$ cat src/rtl/sct_pkg.sv
package sct_pkg;

    // Field widths on the stream ports
    localparam int ANGLE_W = 24;
    localparam int FUNC_W  = 1;
    localparam int VALUE_W = 20;
    localparam int TDATA_S_W = 24;
    localparam int TDATA_M_W = 24;

    // Internal fixed point: Q.32 values, magnitude stays far below 2^11
    localparam int Q_FRAC = 32;
    localparam int ACC_W  = 44;   // Horner accumulator and A operand
    localparam int MB_W   = 40;   // B operand (x or x^2)
    localparam int MB_HALF = 20;  // B is consumed in two 20-bit digits
    localparam int PP_W   = ACC_W + MB_HALF + 1;
    localparam int SUM_W  = ACC_W + MB_W;
    localparam int RED_W  = 28;   // angle register, wide enough for 2*pi at up to 24 fraction bits
    localparam int K_W    = 4;    // term index as seen by the coefficient table

    localparam logic [FUNC_W-1:0] FUNC_SINE   = 1'b0;
    localparam logic [FUNC_W-1:0] FUNC_COSINE = 1'b1;

    // Command to the shared multiply-accumulate unit
    typedef struct packed {
        logic lo;    // multiply A by the low digit of B
        logic hi;    // multiply A by the high digit of B, seed the sum
        logic fold;  // add the shifted high partial product
    } t_mac_cmd;

    // 1/n! in Q.32, rounded half up; zero below the Q.32 resolution
    function automatic logic signed [ACC_W-1:0] inv_fact(input logic [K_W:0] n);
        logic signed [ACC_W-1:0] v;
        case (n)
            5'd0:    v = 44'sd4294967296;
            5'd1:    v = 44'sd4294967296;
            5'd2:    v = 44'sd2147483648;
            5'd3:    v = 44'sd715827883;
            5'd4:    v = 44'sd178956971;
            5'd5:    v = 44'sd35791394;
            5'd6:    v = 44'sd5965232;
            5'd7:    v = 44'sd852176;
            5'd8:    v = 44'sd106522;
            5'd9:    v = 44'sd11836;
            5'd10:   v = 44'sd1184;
            5'd11:   v = 44'sd108;
            5'd12:   v = 44'sd9;
            5'd13:   v = 44'sd1;
            default: v = '0;
        endcase
        return v;
    endfunction

    // Series coefficient of term k: (-1)^k/(2k+1)! for sine, (-1)^k/(2k)! for cosine
    function automatic logic signed [ACC_W-1:0] coeff(input logic [K_W-1:0] k,
                                                      input logic          cosine);
        logic [K_W:0]            n;
        logic signed [ACC_W-1:0] c;
        n = cosine ? {k, 1'b0} : {k, 1'b1};
        c = inv_fact(n);
        return k[0] ? -c : c;
    endfunction

endpackage

$ cat src/rtl/sine_cosine_taylor_series.sv
// Channel   Dir  Handshake          Payload
// --------  ---  -----------------  ----------------------------------------------
// request   in   s_tvalid/s_tready  s_tdata: angle Q8.16 signed; s_tuser: func
// result    out  m_tvalid/m_tready  m_tdata: value Q4.16 signed, saturated
//
// One request at a time. The angle is first brought into [-2*pi, 2*pi] by s steps
// of 2*pi, one per cycle; with the defaults s is at most 20. Then x^2 is formed,
// the Horner loop runs from the top term down, and sine ends with one more product
// by x. Every product goes through one 44x21 multiplier, as a lo, a hi and a fold
// step per Q.32 multiply.
// Reset (synchronous, active low) returns the sequencer to idle and drops any
// pending result. A stalled result sits in the output register and the sequencer
// holds in its final state until that register is free.
module sine_cosine_taylor_series #(
    parameter int MAX_TERM_INDEX  = 8,
    parameter int ANGLE_FRAC_BITS = 16
) (
    input  logic                            i_clk,
    input  logic                            i_rst_n,
    input  logic                            s_tvalid,
    output logic                            s_tready,
    input  logic [sct_pkg::TDATA_S_W-1:0]   s_tdata,   // [23:0] angle
    input  logic [sct_pkg::FUNC_W-1:0]      s_tuser,   // [0] func (0 sine, 1 cosine)
    output logic                            m_tvalid,
    input  logic                            m_tready,
    output logic [sct_pkg::TDATA_M_W-1:0]   m_tdata    // [19:0] value, [23:20] zero
);

    localparam int KW = $clog2(MAX_TERM_INDEX + 1);

    // 2*pi at the angle's scale, rounded half up from the Q.32 constant
    localparam logic [63:0] TWO_PI_Q32 = 64'h6487ED511;
    localparam logic signed [sct_pkg::RED_W-1:0] TWO_PI = sct_pkg::RED_W'(
        (TWO_PI_Q32 + (64'd1 << (31 - ANGLE_FRAC_BITS))) >> (32 - ANGLE_FRAC_BITS));

    localparam logic [KW-1:0] K_LAST = KW'(MAX_TERM_INDEX - 1);

    localparam logic signed [sct_pkg::ACC_W-1:0] SAT_MAX =
        sct_pkg::ACC_W'((64'sd1 <<< (sct_pkg::VALUE_W - 1)) - 64'sd1);
    localparam logic signed [sct_pkg::ACC_W-1:0] SAT_MIN =
        -sct_pkg::ACC_W'(64'sd1 <<< (sct_pkg::VALUE_W - 1));

    // Sequencer states
    localparam logic [2:0] ST_IDLE   = 3'd0;
    localparam logic [2:0] ST_REDUCE = 3'd1;
    localparam logic [2:0] ST_LO     = 3'd2;
    localparam logic [2:0] ST_HI     = 3'd3;
    localparam logic [2:0] ST_FOLD   = 3'd4;
    localparam logic [2:0] ST_X2     = 3'd5;
    localparam logic [2:0] ST_DONE   = 3'd6;

    // Which multiply the shared unit is running
    localparam logic [1:0] K_SQ     = 2'd0;   // x*x
    localparam logic [1:0] K_HORNER = 2'd1;   // acc*x^2 + c[k]
    localparam logic [1:0] K_FIN    = 2'd2;   // acc*x, sine only

    logic [2:0]                          r_state, n_state;
    logic [1:0]                          r_kind, n_kind;
    logic [KW-1:0]                       r_k, n_k;
    logic                                r_ovalid, n_ovalid;
    logic signed [sct_pkg::RED_W-1:0]    r_a, n_a;
    logic                                r_cos, n_cos;
    logic signed [sct_pkg::ACC_W-1:0]    r_x2, n_x2;
    logic [sct_pkg::VALUE_W-1:0]         r_odata, n_odata;

    logic                                s_accept;
    logic                                out_free;
    logic signed [sct_pkg::RED_W-1:0]    a_dn, a_up;
    logic                                a_high, a_low;
    logic signed [sct_pkg::ACC_W-1:0]    x_q32;
    logic signed [sct_pkg::ACC_W-1:0]    mac_a, mac_c, mac_q;
    logic signed [sct_pkg::MB_W-1:0]     mac_b;
    logic signed [sct_pkg::ACC_W-17:0]   q_shift;
    logic [sct_pkg::VALUE_W-1:0]         q_sat;
    sct_pkg::t_mac_cmd                   mac_cmd;

    assign s_tready = (r_state == ST_IDLE);
    assign s_accept = s_tvalid && s_tready;
    assign out_free = !r_ovalid || m_tready;

    assign m_tvalid = r_ovalid;
    assign m_tdata  = sct_pkg::TDATA_M_W'(r_odata);

    // One 2*pi step per cycle
    assign a_dn   = r_a - TWO_PI;
    assign a_up   = r_a + TWO_PI;
    assign a_high = r_a > TWO_PI;
    assign a_low  = r_a < -TWO_PI;

    // Reduced angle at Q.32
    assign x_q32 = sct_pkg::ACC_W'(r_a) <<< (sct_pkg::Q_FRAC - ANGLE_FRAC_BITS);

    // Operand select for the shared unit; mac_q still holds the previous
    // result through the lo and hi phases
    always_comb begin
        case (r_kind)
            K_SQ: begin
                mac_a = x_q32;
                mac_b = x_q32[sct_pkg::MB_W-1:0];
                mac_c = '0;
            end
            K_HORNER: begin
                mac_a = (r_k == K_LAST)
                      ? sct_pkg::coeff(sct_pkg::K_W'(MAX_TERM_INDEX), r_cos) : mac_q;
                mac_b = r_x2[sct_pkg::MB_W-1:0];
                mac_c = sct_pkg::coeff(sct_pkg::K_W'(r_k), r_cos);
            end
            K_FIN: begin
                mac_a = mac_q;
                mac_b = x_q32[sct_pkg::MB_W-1:0];
                mac_c = '0;
            end
            default: begin
                mac_a = '0;
                mac_b = '0;
                mac_c = '0;
            end
        endcase
    end

    assign mac_cmd.lo   = (r_state == ST_LO);
    assign mac_cmd.hi   = (r_state == ST_HI);
    assign mac_cmd.fold = (r_state == ST_FOLD);

    sct_mac u_mac (
        .i_clk (i_clk),
        .i_cmd (mac_cmd),
        .i_a   (mac_a),
        .i_b   (mac_b),
        .i_c   (mac_c),
        .o_q   (mac_q)
    );

    // Floor to Q.16, then clamp to the Q4.16 range
    assign q_shift = mac_q[sct_pkg::ACC_W-1:16];
    always_comb begin
        if (sct_pkg::ACC_W'(q_shift) > SAT_MAX) begin
            q_sat = SAT_MAX[sct_pkg::VALUE_W-1:0];
        end else if (sct_pkg::ACC_W'(q_shift) < SAT_MIN) begin
            q_sat = SAT_MIN[sct_pkg::VALUE_W-1:0];
        end else begin
            q_sat = q_shift[sct_pkg::VALUE_W-1:0];
        end
    end

    always_comb begin
        n_state  = r_state;
        n_kind   = r_kind;
        n_k      = r_k;
        n_a      = r_a;
        n_cos    = r_cos;
        n_x2     = r_x2;
        n_odata  = r_odata;
        n_ovalid = r_ovalid && !m_tready;

        case (r_state)
            ST_IDLE: begin
                if (s_accept) begin
                    n_a     = sct_pkg::RED_W'($signed(s_tdata[sct_pkg::ANGLE_W-1:0]));
                    n_cos   = (s_tuser == sct_pkg::FUNC_COSINE);
                    n_state = ST_REDUCE;
                end
            end
            ST_REDUCE: begin
                // subtract first, add only once the angle is no longer above 2*pi
                if (a_high) begin
                    n_a = a_dn;
                end else if (a_low) begin
                    n_a = a_up;
                end else begin
                    n_kind  = K_SQ;
                    n_state = ST_LO;
                end
            end
            ST_LO: begin
                n_state = ST_HI;
            end
            ST_HI: begin
                n_state = ST_FOLD;
            end
            ST_FOLD: begin
                case (r_kind)
                    K_SQ: begin
                        n_state = ST_X2;
                    end
                    K_HORNER: begin
                        if (r_k != '0) begin
                            n_k     = r_k - 1'b1;
                            n_state = ST_LO;
                        end else if (r_cos) begin
                            n_state = ST_DONE;
                        end else begin
                            n_kind  = K_FIN;
                            n_state = ST_LO;
                        end
                    end
                    default: begin
                        n_state = ST_DONE;
                    end
                endcase
            end
            ST_X2: begin
                // hold x^2 and start the Horner loop at the top term
                n_x2    = mac_q;
                n_kind  = K_HORNER;
                n_k     = K_LAST;
                n_state = ST_LO;
            end
            ST_DONE: begin
                if (out_free) begin
                    n_odata  = q_sat;
                    n_ovalid = 1'b1;
                    n_state  = ST_IDLE;
                end
            end
            default: begin
                n_state = ST_IDLE;
            end
        endcase
    end

    always_ff @(posedge i_clk) begin
        if (!i_rst_n) begin
            r_state  <= ST_IDLE;
            r_kind   <= K_SQ;
            r_k      <= '0;
            r_ovalid <= 1'b0;
        end else begin
            r_state  <= n_state;
            r_kind   <= n_kind;
            r_k      <= n_k;
            r_ovalid <= n_ovalid;
        end
    end

    always_ff @(posedge i_clk) begin
        r_a     <= n_a;
        r_cos   <= n_cos;
        r_x2    <= n_x2;
        r_odata <= n_odata;
    end

    // An accepted request always starts with range reduction
    a_accept_reduce: assert property (@(posedge i_clk) disable iff (!i_rst_n)
        s_accept |=> r_state == ST_REDUCE)
        else $error("accepted request did not enter reduction");

    // The series only ever sees an angle within [-2*pi, 2*pi]
    a_reduced_range: assert property (@(posedge i_clk) disable iff (!i_rst_n)
        (r_state == ST_LO && r_kind == K_SQ) |-> (r_a <= TWO_PI && r_a >= -TWO_PI))
        else $error("angle not reduced before squaring");

    // Term index stays inside the coefficient range during Horner steps
    a_term_index: assert property (@(posedge i_clk) disable iff (!i_rst_n)
        (r_state == ST_LO && r_kind == K_HORNER) |-> r_k <= K_LAST)
        else $error("term index out of range");

    // A new result appears only out of the final state
    a_result_source: assert property (@(posedge i_clk) disable iff (!i_rst_n)
        $rose(r_ovalid) |-> $past(r_state) == ST_DONE)
        else $error("result raised outside the final state");

endmodule

$ cat src/rtl/sct_mac.sv
module sct_mac (
    input  logic                                i_clk,
    input  sct_pkg::t_mac_cmd                   i_cmd,
    input  logic signed [sct_pkg::ACC_W-1:0]    i_a,
    input  logic signed [sct_pkg::MB_W-1:0]     i_b,
    input  logic signed [sct_pkg::ACC_W-1:0]    i_c,
    output logic signed [sct_pkg::ACC_W-1:0]    o_q
);

    logic signed [sct_pkg::MB_HALF:0]   b_digit;
    logic signed [sct_pkg::PP_W-1:0]    prod;
    logic signed [sct_pkg::PP_W-1:0]    r_pp;
    logic signed [sct_pkg::SUM_W-1:0]   r_sum;

    // Low digit is unsigned, high digit carries the sign of B
    assign b_digit = i_cmd.hi
        ? $signed({i_b[sct_pkg::MB_W-1], i_b[sct_pkg::MB_W-1:sct_pkg::MB_HALF]})
        : $signed({1'b0, i_b[sct_pkg::MB_HALF-1:0]});

    assign prod = i_a * b_digit;

    always_ff @(posedge i_clk) begin
        if (i_cmd.lo || i_cmd.hi) begin
            r_pp <= prod;
        end
        if (i_cmd.hi) begin
            // seed with c at Q.32 so the floor of the sum already includes it
            r_sum <= (sct_pkg::SUM_W'(i_c) <<< sct_pkg::Q_FRAC) + sct_pkg::SUM_W'(r_pp);
        end else if (i_cmd.fold) begin
            r_sum <= r_sum + (sct_pkg::SUM_W'(r_pp) <<< sct_pkg::MB_HALF);
        end
    end

    // Arithmetic shift by 32 is the floor of the Q.32 product
    assign o_q = r_sum[sct_pkg::Q_FRAC +: sct_pkg::ACC_W];

endmodule
$ cat config.mk
export PLATFORM = sky130hd
export DESIGN_NAME = sine_cosine_taylor_series
export DESIGN_NICKNAME = d
export VERILOG_FILES = /design/src/rtl/sct_pkg.sv /design/src/rtl/sine_cosine_taylor_series.sv /design/src/rtl/sct_mac.sv
export SDC_FILE = /design/constraint.sdc
export NUM_CORES = 2
export LEC_CHECK = 0
export BUFFER_PORTS_ARGS = -buffer_cell sky130_fd_sc_hd__buf_4
export CAP_MARGIN = 20
export CORE_MARGIN = 1.5
export CORE_UTILIZATION = 60
export CTS_CLUSTER_DIAMETER = 150
export DETAILED_ROUTE_END_ITERATION = 8
export GPL_TIMING_DRIVEN = 0
export PLACE_DENSITY = 0.73
export SLEW_MARGIN = 0
export SYNTH_ARGS = -nofsm -noshare
export SYNTH_HDL_FRONTEND = slang
export SYNTH_SLANG_ARGS = --single-unit
$ cat constraint.sdc
create_clock -name i_clk -period 29.8 [get_ports i_clk]
set_input_delay 1.49 -clock i_clk [delete_from_list [all_inputs] [get_ports i_clk]]
set_output_delay 1.49 -clock i_clk [all_outputs]
set_load 0.02 [all_outputs]
# Word-level counts from Yosys, hierarchy flattened
# Memory sizes are Yosys's and may differ from the RTL's.
# Cells that the tools add are included.
[word_totals] inputBits=29 latch_bits=0 romBits=864 ram_bits=0 n_memories=2 output_inout_bits=26 register_bits=248
[classes] n_shift=0 magnitude_cmp=4 n_bitwise=0 eq_ne=18 add_sub_neg=6 n_mul=1 n_div=0 muxes=37 n_reduce_logical=20
[memory_table] memory="(no name shown)" words=16 width=27 rd=1 rd_ports_with_merged_regs=0 write_ports=0 line_no="sct_pkg.sv:33" text="case (n)"
[memory_table] memory="(no name shown)" words=16 width=27 rd=1 rd_ports_with_merged_regs=0 write_ports=0 line_no="sct_pkg.sv:33"
[ops] op="$mux W44" count=6
[ops] op="$mux W84" count=2
[ops] op="$pmux W44 S3" count=1
[ops] op="$add A84 B84 Y84" count=1
[ops] op="$mux W28" count=3
[ops] op="$pmux W40 S2" count=1
[ops] op="$add A76 B65 Y77" count=1
[ops] op="$mul A44 B21 Y65" count=1
[ops] op="$gt A28 B20 Y1 const B" count=2
[ops] op="$lt A28 B20 Y1 const B" count=2
[ops] op="$pmux W28 S2" count=1
[ops] op="$neg A44 Y44" count=1
[ops] op="$add A28 B20 Y28 const B" count=1
[ops] op="$sub A28 B20 Y28 const B" count=1
[ops] op="$mux W21" count=1
[ops] op="$pmux W3 S7" count=1
[ops] op="$mux W20" count=1
[ops] op="$mux W3" count=6
[ops] op="$mux W2" count=5
[ops] op="$ne A2 B2 Y1 const B" count=5
[ops] op="$eq A3 B3 Y1 const B" count=3
[ops] op="$mux W4" count=2
[ops] op="$pmux W4 S2" count=1
[ops] op="$eq A3 B2 Y1 const B" count=2
[ops] op="other kinds (23)" count=35

# Logic depth before layout (Yosys ltp)
# An unclocked memory read counts as a cell.
[logic_depth] depth_word=9 mapped_depth=34 mapped_depth_nobuf=32

# Cells and area by module
# A second synthesis with hierarchy kept.
[unflattened] hier_cells=5447 hier_area_um2=48228.8
[by_module_without_submodules] mod="sct_mac" area_each_um2=41277.1 cells_each=4647 instances=1
[by_module_without_submodules] mod="sine_cosine_taylor_series" area_each_um2=6951.7 cells_each=800 instances=1

# Worst setup path before layout
# Ideal clock, no wire load.
[synth_path] kind="reg2reg" startpoint="reg r_state[1]" endpoint="reg u_mac.r_pp[63] (netlist bit) (data pin)" required_time_ns=29.538 stages_incl_launch_ff=32 setup_time_ns=0.262 t_arrival_ns=11.386 n_path_buf=3 synth_period_minus_slack_ns=11.647 path_slack_ns=18.153 cell_sequence="dfxtp_1 -> inv_1 -> nor2_1 -> nand2_1 -> nor2_1 -> clkbuf_1 -> nand2_1 -> o21ai_1 -> clkbuf_1 -> nand2_1 -> fa_1 -> fa_1 -> fa_1 -> inv_1 -> fa_1 -> fa_1 -> fa_1 -> inv_1 -> fa_1 -> inv_1 -> ha_1 -> clkbuf_1 -> nand3_1 -> nor4b_1 -> a221o_1 -> a21oi_1 -> a21oi_1 -> o21a_1 -> a2111o_1 -> a311oi_2 -> o21ai_1 -> xor2_1"
[synth_via] elab_chain_cells=3
[synth_lines] element="start: declaration" line_no="sine_cosine_taylor_series.sv:57" text="logic [2:0] r_state, n_state;"
[synth_lines] element="start signal: assignment" line_no="sine_cosine_taylor_series.sv:229" text="r_state <= n_state;"
[synth_lines] element="$eq A3 B2 Y1" line_no="sine_cosine_taylor_series.sv:122" text="assign mac_cmd.hi = (r_state == ST_HI);"
[synth_lines] element="$mux W21" line_no="sct_mac.sv:17" text="? $signed({i_b[sct_pkg::MB_W-1], i_b[sct_pkg::MB_W-1:sct_pkg::MB_HALF]})"
[synth_lines] element="$mul A44 B21 Y65" line_no="sct_mac.sv:20" text="assign prod = i_a * b_digit;"
[synth_lines] element="named net u_mac.prod (one bit)" line_no="sct_mac.sv:11" text="logic signed [sct_pkg::PP_W-1:0] prod;"
[synth_lines] element="end signal: assignment" line_no="sct_mac.sv:24" text="r_pp <= prod;"
[synth_lines] element="end: declaration" line_no="sct_mac.sv:12" text="logic signed [sct_pkg::PP_W-1:0] r_pp;"
# The timed path passes the listed nets, and every way through them passes these cells.
# A chain may end at the register's enable or synchronous reset.

# Worst setup path after layout
[layout_path] startpoint="reg r_state[1]" endpoint="reg u_mac.r_pp[58] (netlist bit) (data pin)"
# Same word-level chain as after synthesis.

==> results.txt <==
The final routed wirelength across all metal layers came out at 167 mm. The number of global-route vias before repair came out at 39,563. Power spread over the standard cell area amounts to 80.5 nW/um^2. The pre-CTS setup slack came out at 18,180 ps. The number of buffers added by the clock tree synthesis step came out at 24. The transition time at the pin with the least slew margin came out at 1520 ps. The number of setup violations in the final report is 0. CTS placed an instance of clkbuf_16 at the clock tree root.

The count of final max-slew check failures is 16. At the end of routability-driven placement, the weighted congestion stood at 1.06. STA classifies the critical path startpoint as a flip-flop.

The worst path needs 12,020 ps of the cycle, external delays included. The biggest area contributor in the post-synthesis netlist is fa_1. The buffer levels on the longest clock path came out at 3. The post-synthesis sequential area ratio came out at 13.8%. Ranked by instance count, the synthesized netlist is headed by 1,074 x inv_1, 899 x fa_1, 767 x nand2_1. Tracing the worst setup path back leads to its startpoint at r_state[1].

The worst setup path is captured at a flip-flop. The remaining global-route overflow came out at 0. The number of synthesized flops with an enable pin came out at 210. The number of warnings issued by yosys is 0. The share of post-route cells with drive strength above 1 is 3.48%. The final worst setup slack is 17,780 ps. The floorplan die height came out at 283 um. The number of DRC violations after detailed-routing iteration 0 is 4,331. The first-pass GRT wire length is 249 mm. Setup repair after global routing left no endpoint under its margin.

The worst hold-check path type is flip-flop to flip-flop. The area after detailed placement came out at 49,000 um^2. For this run, the detailed router's first-pass iteration total came to 7.

Clock-pin slew was measured on the worst setup and hold paths at 70 ps. In this run the cell area of the synthesized design comes to 47,100 um^2. Once the clock tree was built, the setup fixing pass inserted 0 buffers. The die covers 80,200 um^2. The count of buffers from port buffering is 49. The number of clock sinks seen by CTS is 220. For this configuration, the core starts out at a cell density of 60.7%. The number of top-level design ports is 55.

IR analysis of the VDD net gives a maximum drop of 0.000261 V. The total global routing track utilization came out at 42.3%. The via total after detailed routing is 39,811.

The instance count after placement with tap cells included came out at 6,479. The depth of the CTS H-tree came out at 1. The insertion delay to the later sink of the worst-skew pair came out at 560 ps. The reported leakage power is 0.0242 uW.

The number of buffers added to fix hold violations after cts is 0. The predominant post-synthesis flop cell is edfxtp_1. The post-synthesis cell count is 5,372. The critical path is of the flip-flop to flip-flop type. The standard cell core area is 77,600 um^2. After the flow finishes, the layout carries non-filler instances totaling 6,536. The per-cell routed wire length came out at 25.6 um.

The clock tree from TritonCTS is done. The most common cell in the netlist is inv_1. The area growth from synthesis to layout is 6.08%. In the routed design, unresolved DRC markers number 0.

The delay contributed by the slowest stage of the critical path came out at 730 ps. The fmax is 0.0832 GHz. At the worst endpoint, the required time is 30,100 ps. The number of gates resized after cts is 0.

The max-capacitance violation count is 0. The initial antenna violation count came out at 7. In this run the horizontal extent of the chip is 283 um. The vias per cell came out at 6.09. The share of flip-flops with an asynchronous set or reset came out at 0%. The area of all placed cells without fillers came out at 49,900 um^2. The hold violation total from the final report is 0.

The clock skew is 30.0 ps. The flow ran to the end, but the final reports show violations. The maximum number of pins on one net before global-route repair came out at 42. In this design, the critical path's most frequently occurring cell is fa_1. Summed over its instances, the top area cell type makes up 38.2% of the synthesized netlist area. The post-route fraction of the period consumed by the critical path is 40.3%. In this run the worst path has a maximum fanout of 31. The initialized floorplan defines 102 standard-cell rows. The post-DP HPWL came out at 142 mm. By area the synthesized netlist is led by fa_1 38%, edfxtp_1 13%, inv_1 8.6%, ha_1 7.1%, nand2_1 6.1%. The checks that failed: max-slew violations.

The number of library cell types mapped by synthesis came out at 97. The total negative slack for setup checks is 0 ps. The worst hold path begins at u_mac.r_pp[20]. The worst register-to-register path begins at r_state[1].

The data arrival time of the critical path is 12,320 ps. The synthesis-stage register bit count came out at 220. Among all stages on the critical path, the largest delay is contributed by nor2_4. The number of nets in the finished design is 6,667.

The remaining antenna violation count came out at 0. The mean post-synth cell area is 8.76 um^2. In this run the tightest slew margin relative to its limit is -1.59%.
==> worst max-delay path: cells and delay by family (launching register included) <==
kind / cells / cell delay, ps
DFF: 1 / 450
buffers and inverters: 8 / 2060
adders and majority gates: 8 / 4050
muxes: 1 / 220
and+or+nand+nor: 6 / 2200
AOI/OAI and AO/OA: 9 / 2710
==> placed cells by master (no fill, tap or decap), types with 13 or more instances in the layout <==
cell type  instances
buf_2             22
buf_1             16
nand4_1           25
a211oi_1          22
a31oi_1           40
nand2b_1          31
o21bai_1          22
nor3_1            39
nand2_1          767
nor2_1           534
mux2i_1           28
clkbuf_1         217
o21ai_0          149
a22oi_1           35
and3_1            22
xnor2_1          123
inv_1           1073
ha_1             267
edfxtp_1         210
o21a_1            49
o21ai_1           18
fa_1             899
nand3_1           61
xor2_1            78
a22o_1            29
clkbuf_16         25
nor2b_1           17
buf_4             58
or3_1             13
a21oi_1          204
a21o_1            91
and2_1            49
==> logic make-up after synthesis <==
logic type,synth area share (%)
AOI/OAI and AO/OA,11.1
xor gates and xnor gates,3.77
adders and majority gates,45.3
buffers and inverters,10.8
DFF,13.8
muxes,0.619
other,0.00796
and+or+nand+nor,14.5
==> worst paths after layout <==
kind,end,slack (ps),cells after the start
max,u_mac.r_pp[58],17780,32
min,u_mac.r_sum[20],610,2
max reg2reg,u_mac.r_pp[58],17780,32
min reg2reg,u_mac.r_sum[20],610,2
==> layer usage <==
| metal | vias to the layer above | track usage [%] | part of all wire (%) |
|---|---|---|---|
| met3 | 571 | 13.1 | 13 |
| met4 | 8 | 25.3 | 7.3 |
| met2 | 2438 | 62.1 | 43 |
| met1 | 19807 | 55.3 | 37 |
| li1 | 16987 | - | - |
| met5 | - | 0 | 0.035 |
==> state kept, by name (all words and copies together) (netlist names) <==
register     flops
r_state          3
m_tvalid         1
r_k              4
u_mac.r_pp      65
r_x2            40
r_odata         20
r_a             28
u_mac.r_sum     56
r_cos            1
r_kind           2
==> power breakdown <==
| part | leakage [uW] | switching [uW] | internal (uW) |
|---|---|---|---|
| Combinational | 0.0217 | 1980 | 1160 |
| Sequential | 0.00202 | 59.1 | 483 |
| Clock | 0.000411 | 139 | 192 |
==> per-stage QoR <==
stage	total power (uW)	utilization (%)	hold slack, ps
floorplan	2600	-	472
global placement	3590	62.8	568
detailed placement	3620	63.2	592
CTS	3980	64.2	604
global route	4320	64.3	629
finish	4020	64.4	609
==> cell type report <==
class                   instances  area [um^2]
diodes                          6         15.0
plain buffers                 261         1070
clock inverters                13          178
multi-input cells            3819        35500
repair buffers                 71          649
fillers                      6905        27600
clock buffers                  31          658
flip-flops and latches        220         6510
well taps                    1040         1300
inverters                    1075         4040
Power figures use the tool's default switching activity.
